## config.mk

```make
export PLATFORM = sky130hd
export DESIGN_NAME = graph_m_coloring_search_unit
export DESIGN_NICKNAME = d
export VERILOG_FILES = /design/src/sv/gmc_pkg.sv /design/src/sv/gmc_cell.sv /design/src/sv/graph_m_coloring_search_unit.sv
export VERILOG_INCLUDE_DIRS = /design/src /design/src/sv
export SDC_FILE = /design/constraint.sdc
export NUM_CORES = 1
export LEC_CHECK = 0
export BUFFER_PORTS_ARGS = -buffer_cell sky130_fd_sc_hd__buf_2
export CELL_PAD_IN_SITES_DETAIL_PLACEMENT = 0
export CELL_PAD_IN_SITES_GLOBAL_PLACEMENT = 1
export CORE_MARGIN = 1.5
export CORE_UTILIZATION = 51
export DETAILED_ROUTE_END_ITERATION = 8
export PLACE_DENSITY_LB_ADDON = 0.2
export SLEW_MARGIN = 5
export SYNTH_ARGS = -nofsm -noshare
export SYNTH_HDL_FRONTEND = slang
export SYNTH_SLANG_ARGS = --single-unit
```

## constraint.sdc

```tcl
create_clock -name clk -period 4.7 [get_ports clk]
set_input_delay 0.94 -clock clk [delete_from_list [all_inputs] [get_ports clk]]
set_output_delay 0.94 -clock clk [all_outputs]
set_load 0.02 [all_outputs]
```

## src/sv/graph_m_coloring_search_unit_macros.svh

```systemverilog
// Assertion helpers for the coloring search unit.
`ifndef GRAPH_M_COLORING_SEARCH_UNIT_MACROS_SVH
`define GRAPH_M_COLORING_SEARCH_UNIT_MACROS_SVH
`define GMC_ASSERT_IMPL(label, clk, rst_n, cond, msg) \
    label: assert property (@(posedge clk) disable iff (!rst_n) (cond)) else $error(msg);
`define GMC_ASSERT_NEXT(label, clk, rst_n, pre, post, msg) \
    label: assert property (@(posedge clk) disable iff (!rst_n) (pre) |=> (post)) \
        else $error(msg);
`endif

```

## src/sv/gmc_pkg.sv

```systemverilog
package gmc_pkg;
    localparam logic OP_WRITE_ROW = 1'b0;
    localparam logic OP_SOLVE     = 1'b1;
    localparam int   CFG_NODES    = 0;
    localparam int   CFG_COLORS   = 1;

    // Control broadcast from the sequencer to every cell.
    typedef struct packed {
        logic clear;    // zero all colors
        logic bump;     // increment color of cursor cell
        logic zero_cur; // zero color of cursor cell
        logic shift;    // rotate colors toward output
    } gmc_ctl_t;
endpackage

```

## src/sv/gmc_cell.sv

```systemverilog
// One node of the search: holds its adjacency row and color, compares its color
// against the cursor node's color and reports a conflict.
module gmc_cell
    import gmc_pkg::*;
#(
    parameter int MAX_NODES  = 16,
    parameter int COLOR_W    = 5,
    parameter int IDX_W      = 4,
    parameter int IDX        = 0
)
(
    input  logic                 clk,
    input  logic                 rst_n,
    input  gmc_ctl_t             ctl,
    input  logic                 row_we,
    input  logic [MAX_NODES-1:0] row_bits,
    input  logic [IDX_W-1:0]     cursor,
    input  logic [COLOR_W-1:0]   cur_color,
    input  logic [MAX_NODES-1:0] cur_row,
    input  logic [COLOR_W-1:0]   shift_in,
    input  logic                 conf_in,
    output logic [COLOR_W-1:0]   color,
    output logic [MAX_NODES-1:0] row,
    output logic                 conf_out
);
    localparam logic [IDX_W-1:0] MY_IDX = IDX_W'(IDX);

    logic [MAX_NODES-1:0] row_reg;
    logic [COLOR_W-1:0]   color_reg, color_next;
    logic                 joined;
    logic                 hit;

    always_ff @(posedge clk)
    begin
        if (row_we)
        begin
            row_reg <= row_bits;
        end
    end

    always_comb
    begin
        color_next = color_reg;
        if (ctl.clear)
        begin
            color_next = '0;
        end
        else if (ctl.shift)
        begin
            color_next = shift_in;
        end
        else if (cursor == MY_IDX)
        begin
            if (ctl.zero_cur)
            begin
                color_next = '0;
            end
            else if (ctl.bump)
            begin
                color_next = color_reg + COLOR_W'(1);
            end
        end
    end

    always_ff @(posedge clk or negedge rst_n)
    begin
        if (!rst_n)
        begin
            color_reg <= '0;
        end
        else
        begin
            color_reg <= color_next;
        end
    end

    // only cells below the cursor take part; the cursor cell is skipped
    assign joined   = row_reg[cursor] | cur_row[IDX];
    assign hit      = (MY_IDX < cursor) && (color_reg == cur_color) && joined;
    assign conf_out = conf_in | hit;
    assign color    = color_reg;
    assign row      = row_reg;
endmodule

```

## src/sv/graph_m_coloring_search_unit.sv

```systemverilog
// Channel  Dir  Signals                                   Beat
// in       in   in_valid/in_ready, opcode,row_index,row_bits  row write or solve
// out      out  out_valid/out_ready, found,node_color,last    one node color
// cfg      in   cfg_we, cfg_index, cfg_data                   register write
// A solve alternates the try and check states per color trial, plus a try step
// per backtrack, data dependent, set by the single cursor walking the chain of
// node cells, then one beat per node, or one beat when no coloring exists.
// Output beats rotate the color chain one cell per accepted beat.
// Reset (rst_n low, async) clears colors, state and the valid flags; rows are
// undefined until written. out_valid holds under stall; no item is taken
// while a search or its output is in progress.
`include "graph_m_coloring_search_unit_macros.svh"
module graph_m_coloring_search_unit
    import gmc_pkg::*;
#(
    parameter int MAX_NODES  = 16,
    parameter int MAX_COLORS = 16
)
(
    input  logic        clk,
    input  logic        rst_n,
    input  logic        in_valid,
    output logic        in_ready,
    input  logic        opcode,
    input  logic [3:0]  row_index,
    input  logic [15:0] row_bits,
    output logic        out_valid,
    input  logic        out_ready,
    output logic        found,
    output logic [4:0]  node_color,
    output logic        last,
    input  logic        cfg_we,
    input  logic        cfg_index,
    input  logic [4:0]  cfg_data
);
    localparam int IDX_W   = $clog2(MAX_NODES);
    localparam int CNT_W   = $clog2(MAX_NODES + 1);
    localparam int COLOR_W = $clog2(MAX_COLORS + 1);

    typedef enum logic [2:0] {S_IDLE, S_TRY, S_CHECK, S_EMIT, S_FAIL} state_t;

    state_t               state_reg;
    logic [4:0]           nodes_reg, colors_reg;
    logic [IDX_W-1:0]     cursor_reg;
    logic [CNT_W-1:0]     emit_reg;
    logic [CNT_W-1:0]     n_eff;
    logic [COLOR_W-1:0]   m_eff;
    gmc_ctl_t             ctl;
    logic [COLOR_W-1:0]   colors [MAX_NODES];
    logic [MAX_NODES-1:0] rows [MAX_NODES];
    logic                 conf [MAX_NODES+1];
    logic [COLOR_W-1:0]   cur_color;
    logic [MAX_NODES-1:0] cur_row;
    logic [MAX_NODES-1:0] wide_bits;
    logic                 accept, row_write;

    assign accept    = in_valid && in_ready;
    assign row_write = accept && opcode == OP_WRITE_ROW && 32'(row_index) < MAX_NODES;
    assign in_ready  = state_reg == S_IDLE;
    assign wide_bits = MAX_NODES'(row_bits);

    // saturate the configuration to the storage
    always_comb
    begin
        if (nodes_reg == 5'd0)
            n_eff = CNT_W'(1);
        else if (32'(nodes_reg) > MAX_NODES)
            n_eff = CNT_W'(MAX_NODES);
        else
            n_eff = CNT_W'(nodes_reg);
        if (32'(colors_reg) > MAX_COLORS)
            m_eff = COLOR_W'(MAX_COLORS);
        else
            m_eff = COLOR_W'(colors_reg);
    end

    assign cur_color = colors[cursor_reg];
    assign cur_row   = rows[cursor_reg];
    assign conf[0]   = 1'b0;

    genvar g;
    generate
        for (g = 0; g < MAX_NODES; g++)
        begin : g_cell
            gmc_cell #(
                .MAX_NODES (MAX_NODES),
                .COLOR_W   (COLOR_W),
                .IDX_W     (IDX_W),
                .IDX       (g)
            ) u_cell (
                .clk       (clk),
                .rst_n     (rst_n),
                .ctl       (ctl),
                .row_we    (row_write && 32'(row_index) == g),
                .row_bits  (wide_bits),
                .cursor    (cursor_reg),
                .cur_color (cur_color),
                .cur_row   (cur_row),
                .shift_in  (colors[(g + 1) % MAX_NODES]),
                .conf_in   (conf[g]),
                .color     (colors[g]),
                .row       (rows[g]),
                .conf_out  (conf[g+1])
            );
        end
    endgenerate

    always_comb
    begin
        ctl = '0;
        unique case (state_reg)
            S_IDLE:
            begin
                ctl.clear = accept && opcode == OP_SOLVE;
            end
            S_TRY:
            begin
                ctl.bump = cur_color < m_eff;
                ctl.zero_cur = !(cur_color < m_eff);
            end
            S_FAIL:
            begin
                ctl.clear = 1'b1;
            end
            S_EMIT:
            begin
                ctl.shift = out_ready;
            end
            default:
            begin
            end
        endcase
    end

    always_ff @(posedge clk or negedge rst_n)
    begin
        if (!rst_n)
        begin
            state_reg  <= S_IDLE;
            nodes_reg  <= 5'd1;
            colors_reg <= 5'd1;
            cursor_reg <= '0;
            emit_reg   <= '0;
        end
        else
        begin
            if (cfg_we)
            begin
                if (cfg_index == 1'(CFG_NODES))
                    nodes_reg <= cfg_data;
                else
                    colors_reg <= cfg_data;
            end
            unique case (state_reg)
                S_IDLE:
                begin
                    if (accept && opcode == OP_SOLVE)
                    begin
                        cursor_reg <= '0;
                        emit_reg   <= '0;
                        state_reg  <= (m_eff == '0) ? S_FAIL : S_TRY;
                    end
                end
                S_TRY:
                begin
                    // advance color, or drop back a node when exhausted
                    if (cur_color < m_eff)
                        state_reg <= S_CHECK;
                    else if (cursor_reg == '0)
                        state_reg <= S_FAIL;
                    else
                        cursor_reg <= cursor_reg - IDX_W'(1);
                end
                S_CHECK:
                begin
                    if (conf[MAX_NODES])
                        state_reg <= S_TRY;
                    else if (CNT_W'(cursor_reg) + CNT_W'(1) >= n_eff)
                        state_reg <= S_EMIT;
                    else
                    begin
                        cursor_reg <= cursor_reg + IDX_W'(1);
                        state_reg  <= S_TRY;
                    end
                end
                S_EMIT:
                begin
                    if (out_ready)
                    begin
                        emit_reg <= emit_reg + CNT_W'(1);
                        if (emit_reg + CNT_W'(1) >= n_eff)
                            state_reg <= S_IDLE;
                    end
                end
                S_FAIL:
                begin
                    if (out_ready)
                        state_reg <= S_IDLE;
                end
                default:
                begin
                    state_reg <= S_IDLE;
                end
            endcase
        end
    end

    // colors above the cursor stay zero after backtracking, so the chain is clean
    assign out_valid  = state_reg == S_EMIT || state_reg == S_FAIL;
    assign found      = state_reg == S_EMIT;
    assign node_color = (state_reg == S_EMIT) ? 5'(colors[0]) : 5'd0;
    assign last       = (state_reg == S_FAIL) ||
                        (state_reg == S_EMIT && emit_reg + CNT_W'(1) >= n_eff);

    `GMC_ASSERT_IMPL(a_busy_not_ready, clk, rst_n, !(out_valid && in_ready),
        "input taken while result pending")
    `GMC_ASSERT_NEXT(a_fail_clean, clk, rst_n, state_reg == S_FAIL && out_ready,
        colors[0] == '0, "colors not cleared after fail")
    `GMC_ASSERT_IMPL(a_emit_color, clk, rst_n,
        !(found && (node_color == 5'd0 || 32'(node_color) > MAX_COLORS)),
        "emitted color out of range")
endmodule

```

== Word level (Yosys, flattened, before mapping) ==
Cells that the tools add are included.

* Add/subtract/negate cells: 20
* Order comparisons: 23
* Eq/ne operators: 59
* Mux-type cells: 144
* Bitwise gates (word level): 34
* Reduce and logical (&&, ||, !) cells: 100

{| class="wikitable"
|+ Operators by type and width
! operator !! count
|-
| 2-to-1 mux 5 bit || 88
|-
| adder 5 x 1 -> 5 bit (second input constant) || 17
|-
| equality test 5 bit || 16
|-
| binary-select mux 1 bit (select 4 bit) || 16
|-
| binary-select mux 16 bit (select 4 bit) || 1
|-
| equality test 4 bit (second input constant) || 16
|-
| logical AND 1 bit || 52
|-
| nonzero test 3 bit || 17
|-
| AND reduction 2 bit || 18
|-
| equality test 4 x 3 -> 1 bit (second input constant) || 8
|-
| less-than comparator 4 bit (first input constant) || 8
|-
| 2-to-1 mux 16 bit || 2
|-
| bitwise OR 1 bit || 31
|-
| 2-to-1 mux 3 bit || 7
|-
| binary-select mux 5 bit (select 4 bit) || 1
|-
| 2-to-1 mux 4 bit || 5
|-
| 2-to-1 mux 1 bit || 17
|-
| equality test 4 x 2 -> 1 bit (second input constant) || 4
|-
| less-than comparator 3 x 4 -> 1 bit (first input constant) || 4
|-
| one-hot mux 3 bit (5 select lines) || 1
|-
| inequality test 2 bit (second input constant) || 6
|-
| one-hot mux 4 bit (3 select lines) || 1
|-
| greater-or-equal comparator 5 bit || 2
|-
| > comparator 5 bit (second input constant) || 2
|-
| other kinds (29) || 40
|}

* Register bits: 358
* Bits of input ports: 32
* Output and inout bits: 9
* Word-level logic and storage cells: 417

== Longest topological paths before layout ==
Gate-level depths: netlist (run 1).

* Depth after elaboration: 24
* Depth in mapped cells: 18
* Mapped depth without buffers: 14

== Cells and area by module ==
A second synthesis (run 1) with hierarchy kept.

* Cell total of the unflattened synthesis: 1466
* Area, all modules: 19806.5 um^2

{| class="wikitable"
|+ By module, submodules not included
! module !! times used !! cells an instance !! area an instance (um^2) !! seq. area each (um^2)
|-
| graph_m_coloring_search_unit || 1 || 348 || 4305.4 || 553.0
|-
| gmc_cell at g_cell[6].u_cell || 1 || 77 || 1051.0 || 605.6
|-
| gmc_cell at g_cell[2].u_cell || 1 || 74 || 1042.2 || 605.6
|-
| gmc_cell at g_cell[5].u_cell || 1 || 75 || 1028.5 || 605.6
|-
| gmc_cell at g_cell[0].u_cell || 1 || 78 || 1022.2 || 605.6
|-
| gmc_cell at g_cell[1].u_cell || 1 || 80 || 1021.0 || 605.6
|-
| gmc_cell at g_cell[3].u_cell || 1 || 75 || 1006.0 || 605.6
|-
| gmc_cell at g_cell[4].u_cell || 1 || 73 || 985.9 || 605.6
|-
| gmc_cell at g_cell[10].u_cell || 1 || 64 || 953.4 || 605.6
|-
| gmc_cell at g_cell[8].u_cell || 1 || 65 || 953.4 || 605.6
|-
| gmc_cell at g_cell[9].u_cell || 1 || 71 || 935.9 || 605.6
|-
| gmc_cell at g_cell[12].u_cell || 1 || 67 || 933.4 || 605.6
|-
| gmc_cell at g_cell[14].u_cell || 1 || 66 || 932.1 || 605.6
|-
| gmc_cell at g_cell[11].u_cell || 1 || 65 || 930.9 || 605.6
|-
| +3 rows || -- || -- || -- || --
|}

== Worst setup path after synthesis (run 1) ==
No wires, ideal clock.

* Kind: reg-to-reg
* Start point: register state_reg[0]
* End point: register g_cell[0].u_cell.row_reg[0] (enable)
* Library setup time: 0.409 ns
* Arrival time: 2.935 ns
* Required time: 4.291 ns
* Setup slack: 1.356 ns
* Cell stages (with the launch flop): 6
* Buffers on the path: 1
* Clock period less this slack: 3.344 ns
* Cell sequence: dfrtp_1 > clkbuf_1 > nor3_1 > nand3b_1 > or3_1 > nor3_1

* Cells in the longest elaborated chain, start to end: 4

{| class="wikitable"
|+ RTL lines
! what !! RTL line !! RTL
|-
| start: declaration || graph_m_coloring_search_unit.sv:42 || <nowiki>state_t state_reg;</nowiki>
|-
| start signal: assignment || graph_m_coloring_search_unit.sv:161 || <nowiki>state_reg <= (m_eff == '0) ? S_FAIL : S_TRY;</nowiki>
|-
| logical NOT 3 bit || graph_m_coloring_search_unit.sv:59 || <nowiki>assign in_ready = state_reg == S_IDLE;</nowiki>
|-
| named net in_ready || graph_m_coloring_search_unit.sv:23 || <nowiki>output logic in_ready,</nowiki>
|-
| logical AND 1 bit || graph_m_coloring_search_unit.sv:57 || <nowiki>assign accept = in_valid && in_ready;</nowiki>
|-
| logical AND 1 bit || graph_m_coloring_search_unit.sv:58 || <nowiki>assign row_write = accept && opcode == OP_WRITE_ROW && 32'(row_index) < MAX_NODES;</nowiki>
|-
| logical AND 1 bit || graph_m_coloring_search_unit.sv:94 || <nowiki>.row_we (row_write && 32'(row_index) == g),</nowiki>
|-
| named net g_cell[0].u_cell.row_we || gmc_cell.sv:15 || <nowiki>input logic row_we,</nowiki>
|-
| end signal: assignment || gmc_cell.sv:37 || <nowiki>row_reg <= row_bits;</nowiki>
|-
| end: declaration || gmc_cell.sv:28 || <nowiki>logic [MAX_NODES-1:0] row_reg;</nowiki>
|}

The timed path passes the listed nets, and every way through them passes these cells.
A chain may end at the register's enable or synchronous reset.

== Worst setup path after layout (run 1) ==
* Start point: register cursor_reg[0]
* End point: register cursor_reg[1]

* Cells in the longest elaborated chain, start to end: 24
* Elaborated cells between the ends (all ways): 150
* Classes of those cells: add/sub: 3; order compare: 18; eq/ne: 20; mux: 43; bitwise: 32; reduce/logical: 34

{| class="wikitable"
|+ RTL lines
! what !! RTL line !! RTL
|-
| start: declaration || graph_m_coloring_search_unit.sv:44 || <nowiki>logic [IDX_W-1:0] cursor_reg;</nowiki>
|-
| start signal: assignment || graph_m_coloring_search_unit.sv:172 || <nowiki>cursor_reg <= cursor_reg - IDX_W'(1);</nowiki>
|-
| start signal: assignment || graph_m_coloring_search_unit.sv:182 || <nowiki>cursor_reg <= cursor_reg + IDX_W'(1);</nowiki>
|-
| NOT 4 -> 5 bit (not written as such) || graph_m_coloring_search_unit.sv:77, graph_m_coloring_search_unit.sv:78 ||
|-
| binary-select mux 5 bit (select 4 bit) || graph_m_coloring_search_unit.sv:77 || <nowiki>assign cur_color = colors[cursor_reg];</nowiki>
|-
| 2-to-1 mux 5 bit (not written as such) (2 in a row) || graph_m_coloring_search_unit.sv:77 ||
|-
| equality test 5 bit || gmc_cell.sv:79 || <nowiki>assign hit = (MY_IDX < cursor) && (color_reg == cur_color) && joined;</nowiki>
|-
| logical AND 1 bit (2 in a row) || gmc_cell.sv:79 ||
|-
| bitwise OR 1 bit (15 in a row) || gmc_cell.sv:80 || <nowiki>assign conf_out = conf_in | hit;</nowiki>
|-
| inequality test 2 bit (no line) || -- ||
|-
| AND reduction 6 bit (no line) || -- ||
|}

Several ways; a longest one is shown, not always the timed one. The select of a mux whose other input is x is not followed.

==> results of run 1 <==
[critical path, cell delays in order, from the launching register on]
cell and delay [ns]:
dfrtp_4 0.86, inv_2 0.39, buf_4 0.32, o311ai_0 0.50, o2111ai_1 0.27, o21ai_1 0.32
nor4_2 0.15, a2111oi_4 0.47, nand4_4 0.21, a21oi_4 0.27, mux2_4 0.32
[logic make-up (layout without fill, tap and decap cells)]
family | after synthesis | count (layout) | synth area share
AND/OR/NAND/NOR | 467 | 467 | 0.132
AO/OA/AOI/OAI | 406 | 406 | 0.149
XOR/XNOR | 107 | 107 | 0.0540
adder cells (fa/ha/maj) | 36 | 36 | 0.0258
buffers and inverters | 116 | 178 | 0.0337
flip-flops | 352 | 352 | 0.575
multiplexers | 45 | 45 | 0.0302
[cell type report]
type / instances / area (um^2)
fill: 2805 / 14300
sequential: 352 / 10100
multi-input combinational: 1061 / 6880
clock buffer: 52 / 1020
timing repair buffer: 90 / 578
tap: 448 / 561
clock inverter: 14 / 95.1
inverter: 22 / 82.6
[worst min-delay path by stage]
stage / start / endpoint / slack (ns) / cells after the start
final: rst_n / g_cell[4].u_cell.color[0]$_DFFE_PN0P_ / 0.51 / 1
after global routing: emit_reg[4]$_DFFE_PN0P_ / emit_reg[4]$_DFFE_PN0P_ / 0.56 / 1
after global placement: emit_reg[4]$_DFFE_PN0P_ / emit_reg[4]$_DFFE_PN0P_ / 0.51 / 1
after detailed placement: emit_reg[4]$_DFFE_PN0P_ / emit_reg[4]$_DFFE_PN0P_ / 0.51 / 1
after CTS: rst_n / g_cell[2].u_cell.color[2]$_DFFE_PN0P_ / 0.53 / 1
after floorplan: emit_reg[4]$_DFFE_PN0P_ / emit_reg[4]$_DFFE_PN0P_ / 0.49 / 1
[routing by layer]
layer | vias to the layer above | routed length (um) | global-route usage
met3 | 119 | 3120 | 0.0454
met1 | 6347 | 22400 | 0.410
li1 | 5802 | - | -
met2 | 502 | 25100 | 0.489
met5 | - | 0 | 0
met4 | 0 | 1840 | 0.108
[through the flow]
| stage | area (um^2) | setup slack, ns | instances | util | total power [uW] |
|---|---|---|---|---|---|
| final | 19300 | 0.500 | 2039 | 0.574 | 12100 |
| after global routing | 19300 | 0.218 | 2039 | 0.574 | 12700 |
| after CTS | 19300 | 0.588 | 2039 | 0.574 | 12000 |
| after detailed placement | 18200 | 0.592 | 1973 | 0.541 | 9270 |
| after global placement | 18200 | 0.618 | 1973 | 0.541 | 9230 |
| after floorplan | 17500 | 1.36 | 1529 | - | 7710 |
[cell usage in the layout, fill, tap and decap left out, types with 5 or more instances in the layout]
| cell type | count |
|---|---|
| o21ai_1 | 9 |
| nand4_1 | 13 |
| xnor2_1 | 43 |
| dfrtp_1 | 96 |
| a221oi_1 | 6 |
| inv_1 | 20 |
| o21ai_0 | 130 |
| xor2_1 | 63 |
| a211oi_1 | 24 |
| and3_1 | 5 |
| a21oi_1 | 97 |
| buf_2 | 39 |
| nor2b_1 | 8 |
| nor4_1 | 7 |
| clkinv_2 | 5 |
| nand2_1 | 103 |
| nand3_1 | 43 |
| nor2_1 | 111 |
| o311ai_0 | 12 |
| clkinv_1 | 5 |
| nand3b_1 | 5 |
| nor3_1 | 97 |
| a31oi_1 | 28 |
| a21o_1 | 14 |
| clkbuf_16 | 38 |
| mux2_2 | 14 |
| o2bb2ai_1 | 5 |
| mux2i_1 | 24 |
| a211o_1 | 5 |
| a22oi_1 | 19 |
| or3_1 | 16 |
| o22ai_1 | 5 |
| edfxtp_1 | 250 |
| nand2b_1 | 12 |
| buf_4 | 51 |
| clkbuf_1 | 12 |
| ha_1 | 36 |
| or2_2 | 16 |
[report_power, final]
part / switching, uW / leakage, uW / total (uW) / internal, uW
Clock: 1210 / 0.000541 / 2740 / 1530
Combinational: 3120 / 0.00277 / 4940 / 1820
Sequential: 748 / 0.00358 / 4370 / 3620
==> flow_summary.ini, run 1 <==
[placement]
gp_congestion = 0.960
port_buffers = 40
dp.final_hpwl_mm = 35.4

[global_routing]
grt_max_degree = 77
antenna_found_initial = 0
grt_overflow = 0
grt.total_usage = 0.300
grt_pass1_vias = 12400
grt_pass1_wl_mm = 79.4

[setup_path]
crit_required_ns = 5.13
arrival_ns = 4.63
path_max_fanout = 52
worstSetupEndpointType = flip-flop
regToRegSetupSlack_ns = 0.50
r2r_cells = 10
critPathLaunchType = flip-flop
startpoint = cursor_reg[0]$_DFFE_PN0P_
r2r_start = cursor_reg[0]$_DFFE_PN0P_
reg2reg_to = cursor_reg[1]$_DFFE_PN0P_
worstSetupEndpoint = cursor_reg[1]$_DFFE_PN0P_
critPathKind = flip-flop to flip-flop

[clocking]
clk_pin_slew_ns = 0.06
postCtsResizedCells = 0
cts_tree = built
clk_latency_ns = 0.54
cts_setup_buffers = 0
ctsHoldBuffers = 0
clockBufferDepth = 3
numCtsBuffers = 38
root_buffer = clkbuf_16
cts_max_level = 2
cts_sinks = 352

[hold_path]
hold_path_class = input port to asynchronous set/reset pin

[timing]
rsz0062_at_grt = false
fin_skew_ns = 0.0118
maxSlewViolCount = 0
fin_crit_sh = 0.894
timing.slew.headroom = 0.344
whs_ns = 0.506
finalHoldViolCount = 0
worstMarginPinSlew_ns = 0.980
tns_ns = 0
setup_violations = 0
max_clock_freq_mhz = 238
fin_crit_ns = 4.20

[layout]
largest_register_ffs = 250
finalNetCount = 1633
layout-drive-gt1-share = 0.138
area_growth_syn_to_layout_pct = 10.3
diodes = 0

[pwr]
ir_drop_mv = 0.396
power_density_nw_per_um2 = 625
p_leak_uw = 0.00690

[route]
dr_total_vias = 12800
firstDrtPassIters = 5
drt_iter0_drc = 1079
totalWireLength_mm = 52.5
drt_drc_violations_left = 0
wl_per_cell_um = 25.7
postRouteAntennaNets = 0
vias_per_cell = 6.26

[synth]
ys_ff_latch = 352
synth_top_cell_by_area = edfxtp_1
synthFlopType = edfxtp_1
synth_edf_count = 250
synthesis.nets = 1597
yosysMostFrequentCell = edfxtp_1
netlist-cell-type-count = 93
synth_area_per_cell_um2 = 11.4
synth_area_um2 = 17500
ys_seq_area_frac = 0.575
yosysWarnings = 0
async_reset_ff_frac = 0.290
synth_cells = 1529
netlist.area_leader.share = 0.429
ys_top_cells_by_area = edfxtp_1, dfrtp_1, o21ai_0
synth_top_cells_by_count = edfxtp_1, o21ai_0, nor2_1

[run_status]
status = finished, final reports clean

[run]
maxCapViolations = 0

[floorplan]
dieArea_um2 = 35400
die_y_um = 188
core_area_um2 = 33600
die_w_um = 188
rows = 67
io_pins = 41
initial_core_util = 0.520
No activity file was read; power rests on OpenSTA's default activity.
==> inputs of run 2 (changes only) <==
--- a/config.mk
+++ b/config.mk
@@ -10,7 +10,7 @@
 export CELL_PAD_IN_SITES_DETAIL_PLACEMENT = 0
 export CELL_PAD_IN_SITES_GLOBAL_PLACEMENT = 1
 export CORE_MARGIN = 1.5
-export CORE_UTILIZATION = 51
+export CORE_UTILIZATION = 55
 export DETAILED_ROUTE_END_ITERATION = 8
 export PLACE_DENSITY_LB_ADDON = 0.2
 export SLEW_MARGIN = 5
==> constraint.sdc (replaced) <==
create_clock -name clk -period 5.15 [get_ports clk]
set_input_delay 1.03 -clock clk [delete_from_list [all_inputs] [get_ports clk]]
set_output_delay 1.03 -clock clk [all_outputs]
set_load 0.02 [all_outputs]
==> flow_summary.ini, run 2 (same netlist as run 1, synthesis figures left out) <==
[layout]
largest_register_ffs = 250
nFillCells = 2485
diodes = 0
area_growth_syn_to_layout_pct = 10.4
utilization = 0.615
final_common_cell = edfxtp_1
finalNetCount = 1628
layout-drive-gt1-share = 0.139
final_cell_mix = edfxtp_1, o21ai_0, nor2_1
final_area_um2 = 19300

[placement]
gp_congestion = 0.939
post_dp_cell_area_um2 = 18100
port_buffers = 40
dp.final_hpwl_mm = 34.2

[route]
drt_drc_violations_left = 0
totalWireLength_mm = 51.0
vias_per_cell = 6.40
firstDrtPassIters = 7
postRouteAntennaNets = 0
drt_iter0_drc = 1216
dr_total_vias = 12700
wl_per_cell_um = 25.6

[clocking]
clk_latency_ns = 0.55
cts_sinks = 352
cts_setup_buffers = 0
ctsHoldBuffers = 0
cts_max_level = 2
postCtsResizedCells = 0
clk_pin_slew_ns = 0.06
clockBufferDepth = 3
cts_tree = built
numCtsBuffers = 38
root_buffer = clkbuf_16

[floorplan]
die_y_um = 181
core_area_um2 = 31400
rows = 65
io_pins = 41
initial_core_util = 0.557
dieArea_um2 = 32900
die_w_um = 181

[timing]
timing.slew.headroom = 0.242
whs_ns = 0.520
fin_crit_ns = 4.48
maxSlewViolCount = 0
setup_violations = 0
finalHoldViolCount = 0
max_clock_freq_mhz = 223
fin_skew_ns = 0.0181
worstMarginPinSlew_ns = 1.13
tns_ns = 0
rsz0062_at_grt = false
fin_crit_sh = 0.869

[hold_path]
hold_path_class = flip-flop to flip-flop

[setup_path]
slowest_delay_ns = 0.96
path_max_fanout = 38
cp_cell_sequence = nand2b_1, o22ai_1, nor4_4, nor2_4, ha_1, a21oi_1, a21boi_1, nor2_1, nor2_4, nor2_4, a22oi_1, o21ai_0
crit_top_cell = nor2_4
worstSetupEndpointType = flip-flop
crit_required_ns = 5.61
critPathKind = flip-flop to flip-flop
slowest_stage = dfrtp_2
arrival_ns = 4.94
critPathLaunchType = flip-flop

[pwr]
p_leak_uw = 0.00693
ir_drop_mv = 0.337
power_density_nw_per_um2 = 579

[global_routing]
grt_overflow = 0
grt.total_usage = 0.315
grt_max_degree = 77
antenna_found_initial = 0
grt_pass1_wl_mm = 76.5
grt_pass1_vias = 12000

[run_status]
status = finished, final reports clean

[run]
maxCapViolations = 0
-- run 2: cell types whose count changed in the layout (fill, tap and decap cells not counted) --
| cell | previous run | this run |
|---|---|---|
| clkinv_2 | 5 | 7 |
| buf_12 | 0 | 2 |
| buf_4 | 51 | 44 |
| clkbuf_1 | 12 | 8 |
| clkinv_4 | 0 | 1 |
| bufinv_16 | 0 | 3 |
-- run 2: worst paths after layout --
kind	start	endpoint	slack (ns)	depth (start not counted)
setup / recovery	cursor_reg[1]$_DFFE_PN0P_	g_cell[12].u_cell.color[1]$_DFFE_PN0P_	0.67	12
hold / removal	emit_reg[4]$_DFFE_PN0P_	emit_reg[4]$_DFFE_PN0P_	0.52	1
setup reg to reg	cursor_reg[1]$_DFFE_PN0P_	g_cell[12].u_cell.color[1]$_DFFE_PN0P_	0.67	12
hold reg to reg	emit_reg[4]$_DFFE_PN0P_	emit_reg[4]$_DFFE_PN0P_	0.52	1
max in group asynchronous	rst_n	nodes_reg[0]$_DFFE_PN1P_	3.44	2
min in group asynchronous	rst_n	g_cell[5].u_cell.color[0]$_DFFE_PN0P_	0.65	1
-- run 2: worst max-delay path: cells and delay by family, from the launching register on --
| kind | cells | cell delay, ns |
|---|---|---|
| adders and majority gates | 1 | 0.35 |
| and+or+nand+nor | 6 | 2.16 |
| DFF | 1 | 0.96 |
| AOI/OAI and AO/OA | 5 | 0.90 |
-- run 2: area by class of cell --
class / count / area [um^2] / share of cell area
inverters: 22 / 82.6 / 0.00428
clock inverters: 20 / 204 / 0.0106
clock buffers: 48 / 1010 / 0.0522
flip-flops and latches: 352 / 10100 / 0.521
well taps: 402 / 503 / 0.0260
multi-input cells: 1061 / 6880 / 0.356
repair buffers: 85 / 566 / 0.0293
-- run 2: where the power goes --
part	leakage (uW)	internal [uW]	switching [uW]
clock	0.000591	1550	1120
combinational	0.00275	1680	2830
sequential	0.00358	3300	697
total	0.00693	6540	4650
-- run 2: metal layers --
layer | share of wire | up-vias | wire length, um | track usage
met1 | 0.42 | 6304 | 21300 | 0.428
li1 | - | 5791 | - | -
met3 | 0.066 | 126 | 3370 | 0.0510
met5 | 0 | - | 0 | 0
met4 | 0.043 | 0 | 2170 | 0.136
met2 | 0.47 | 509 | 24200 | 0.502
-- run 2: per-stage QoR --
stage	power, uW	setup WS, ns	cells
3_5_place_dp	8470	0.769	1922
3_3_place_gp	8390	0.892	1922
4_1_cts	11100	0.776	1990
5_1_grt	11700	0.454	1990
6_report	11200	0.674	1990
2_1_floorplan	7040	1.81	1529
==> inputs of run 3 (changes only) <==
--- a/config.mk
+++ b/config.mk
@@ -6,13 +6,16 @@
 export SDC_FILE = /design/constraint.sdc
 export NUM_CORES = 1
 export LEC_CHECK = 0
+export ABC_AREA = 1
 export BUFFER_PORTS_ARGS = -buffer_cell sky130_fd_sc_hd__buf_2
 export CELL_PAD_IN_SITES_DETAIL_PLACEMENT = 0
 export CELL_PAD_IN_SITES_GLOBAL_PLACEMENT = 1
 export CORE_MARGIN = 1.5
-export CORE_UTILIZATION = 55
+export CORE_UTILIZATION = 53
 export DETAILED_ROUTE_END_ITERATION = 8
+export HOLD_SLACK_MARGIN = 0.05
 export PLACE_DENSITY_LB_ADDON = 0.2
+export SETUP_SLACK_MARGIN = 0.4
 export SLEW_MARGIN = 5
 export SYNTH_ARGS = -nofsm -noshare
 export SYNTH_HDL_FRONTEND = slang
==> flow_summary.ini, run 3 <==
[synth]
synth_cells = 2065
synth_top_cell_by_area = edfxtp_1
yosysWarnings = 0
ys_top_cells_by_area = edfxtp_1, dfrtp_1, nand2_1
synth_top_cells_by_count = nand2_1, edfxtp_1, nor2_1
ys_ff_latch = 354
yosysMostFrequentCell = nand2_1
synthesis.nets = 2133
synth_area_per_cell_um2 = 8.90
async_reset_ff_frac = 0.288
synth_area_um2 = 18400
synthFlopType = edfxtp_1
ys_seq_area_frac = 0.551
netlist-cell-type-count = 45
synth_edf_count = 252
netlist.area_leader.share = 0.412

[clocking]
cts_tree = built
clk_pin_slew_ns = 0.06
root_buffer = clkbuf_16
cts_sinks = 354
cts_max_level = 2
postCtsResizedCells = 0
numCtsBuffers = 39
cts_setup_buffers = 0
clockBufferDepth = 3
ctsHoldBuffers = 0
clk_latency_ns = 0.55

[floorplan]
core_area_um2 = 34400
rows = 68
dieArea_um2 = 35800
io_pins = 41
die_w_um = 189
initial_core_util = 0.535
die_y_um = 189

[setup_path]
reg2reg_to = g_cell[7].u_cell.color[2]$_DFFE_PN0P_
arrival_ns = 4.75
r2r_cells = 17
critPathLaunchType = flip-flop
critPathKind = flip-flop to flip-flop
r2r_start = cursor_reg[0]$_DFFE_PN0P_
regToRegSetupSlack_ns = 0.83
crit_top_cell = nand2_1
crit_required_ns = 5.57
path_max_fanout = 46
slowest_stage = inv_2
worstSetupEndpointType = flip-flop
slowest_delay_ns = 0.73
cp_cell_sequence = clkinv_2, nand2_1, nand3_1, nand2_1, nand2_1, nand2_2, nor2_8, inv_1, ha_1, nand2_1, o21a_1, nand2_1, nand2_2, inv_2, nor3b_1, o21ai_0, o21ai_0

[timing]
whs_ns = 0.403
fin_crit_ns = 4.32
rsz0062_at_grt = false
fin_skew_ns = 0.0222
max_clock_freq_mhz = 231
finalHoldViolCount = 0
fin_crit_sh = 0.839
timing.slew.headroom = 0.282
setup_violations = 0
worstMarginPinSlew_ns = 1.08
maxSlewViolCount = 0
tns_ns = 0

[layout]
layout-drive-gt1-share = 0.0845
final_common_cell = nand2_1
area_growth_syn_to_layout_pct = 10.4
nFillCells = 3011
largest_register_ffs = 252
ff_latch_area_um2 = 10100
diodes = 0
final_cell_mix = nand2_1, edfxtp_1, nor2_1
multi_input_area_um2 = 7100
finalNetCount = 2182
final_area_um2 = 20300

[global_routing]
antenna_found_initial = 0
grt_pass1_wl_mm = 88.5
grt_max_degree = 88
grt_overflow = 0
grt.total_usage = 0.328
grt_pass1_vias = 14900

[placement]
gp_congestion = 0.973
port_buffers = 40
dp.final_hpwl_mm = 38.6
post_dp_cell_area_um2 = 19100

[route]
drt_drc_violations_left = 0
dr_total_vias = 15400
wl_per_cell_um = 22.4
vias_per_cell = 5.92
totalWireLength_mm = 58.1
firstDrtPassIters = 6
postRouteAntennaNets = 0
drt_iter0_drc = 1734

[pwr]
p_int_uw = 6610
clock_power_share = 0.226
p_leak_uw = 0.00847
p_comb_frac = 0.459
p_sw_uw = 5410
ir_drop_mv = 0.492
seqPwrFrac = 0.315
total_power_uw = 12000
power_density_nw_per_um2 = 592
swShare = 0.450

[run_status]
status = finished, final reports clean

[hold_path]
hold_path_class = input port to asynchronous set/reset pin

[run]
maxCapViolations = 0
[run 3: changes by cell type in the layout (fill, tap and decap cells not counted), moves of 21 or more]
cell,previous run,this run
inv_1,20,183
nand3_1,43,191
o21ai_0,130,206
nor3_1,97,17
xnor2_1,43,1
mux2i_1,24,0
a211oi_1,24,3
nor2_1,111,221
nand2_1,103,461
o22ai_1,5,45
[run 3: per-stage QoR]
| stage | setup WS [ns] | instances | utilization |
|---|---|---|---|
| 6_report | 0.827 | 2596 | 0.591 |
| 3_5_place_dp | 0.998 | 2528 | 0.555 |
| 2_1_floorplan | 1.89 | 2065 | - |
| 5_1_grt | 0.603 | 2596 | 0.591 |
| 4_1_cts | 0.972 | 2596 | 0.591 |
| 3_3_place_gp | 1.06 | 2528 | 0.555 |
[run 3: logic make-up (layout without fill, tap and decap cells)]
logic type	after synthesis	count (layout)	share of synthesized area
buf+inv	271	347	0.0632
compound gates	415	415	0.123
fa+ha+maj	36	36	0.0245
flops	354	354	0.551
simple gates	944	944	0.217
xor+xnor	45	45	0.0214
[run 3: routing by layer]
metal | share of wire | track usage | vias to the layer above
met5 | 0 | 0 | -
met1 | 0.41 | 0.437 | 7344
met3 | 0.080 | 0.0500 | 149
met2 | 0.47 | 0.538 | 719
met4 | 0.039 | 0.132 | 0
li1 | - | - | 7144
[run 3: worst max-delay path, delay by kind of cell (launching register included)]
kind,cells,cell delay [ns]
buf+inv,3,1.33
flops,1,0.62
compound gates,3,0.54
simple gates,10,1.38
fa+ha+maj,1,0.32
[run 3: worst max-delay path by stage]
stage / to / cells past startpoint / from
6_report: g_cell[7].u_cell.color[2]$_DFFE_PN0P_ / 17 / cursor_reg[0]$_DFFE_PN0P_
5_1_grt: g_cell[7].u_cell.color[2]$_DFFE_PN0P_ / 18 / cursor_reg[0]$_DFFE_PN0P_
4_1_cts: g_cell[7].u_cell.color[2]$_DFFE_PN0P_ / 17 / cursor_reg[0]$_DFFE_PN0P_
3_5_place_dp: g_cell[7].u_cell.color[2]$_DFFE_PN0P_ / 17 / cursor_reg[0]$_DFFE_PN0P_
3_3_place_gp: g_cell[9].u_cell.color[3]$_DFFE_PN0P_ / 17 / cursor_reg[0]$_DFFE_PN0P_
2_1_floorplan: last / 8 / nodes_reg[0]$_DFFE_PN1P_
[run 3: power by group through the flow]
stage          sequential, uW  clock, uW  combinational, uW
6_report                 3790       2720               5510
3_5_place_dp             3830          0               5390
4_1_cts                  3770       2750               5410
5_1_grt                  3830       2840               6060
2_1_floorplan            3650          0               3830
3_3_place_gp             3820          0               5320
[run 3: cell type report]
class,instances,share of cell area
clock buffers,53,0.0517
repair buffers,87,0.0274
well taps,455,0.0280
flip-flops and latches,354,0.499
clock inverters,15,0.00863
multi-input cells,1440,0.350
inverters,192,0.0356
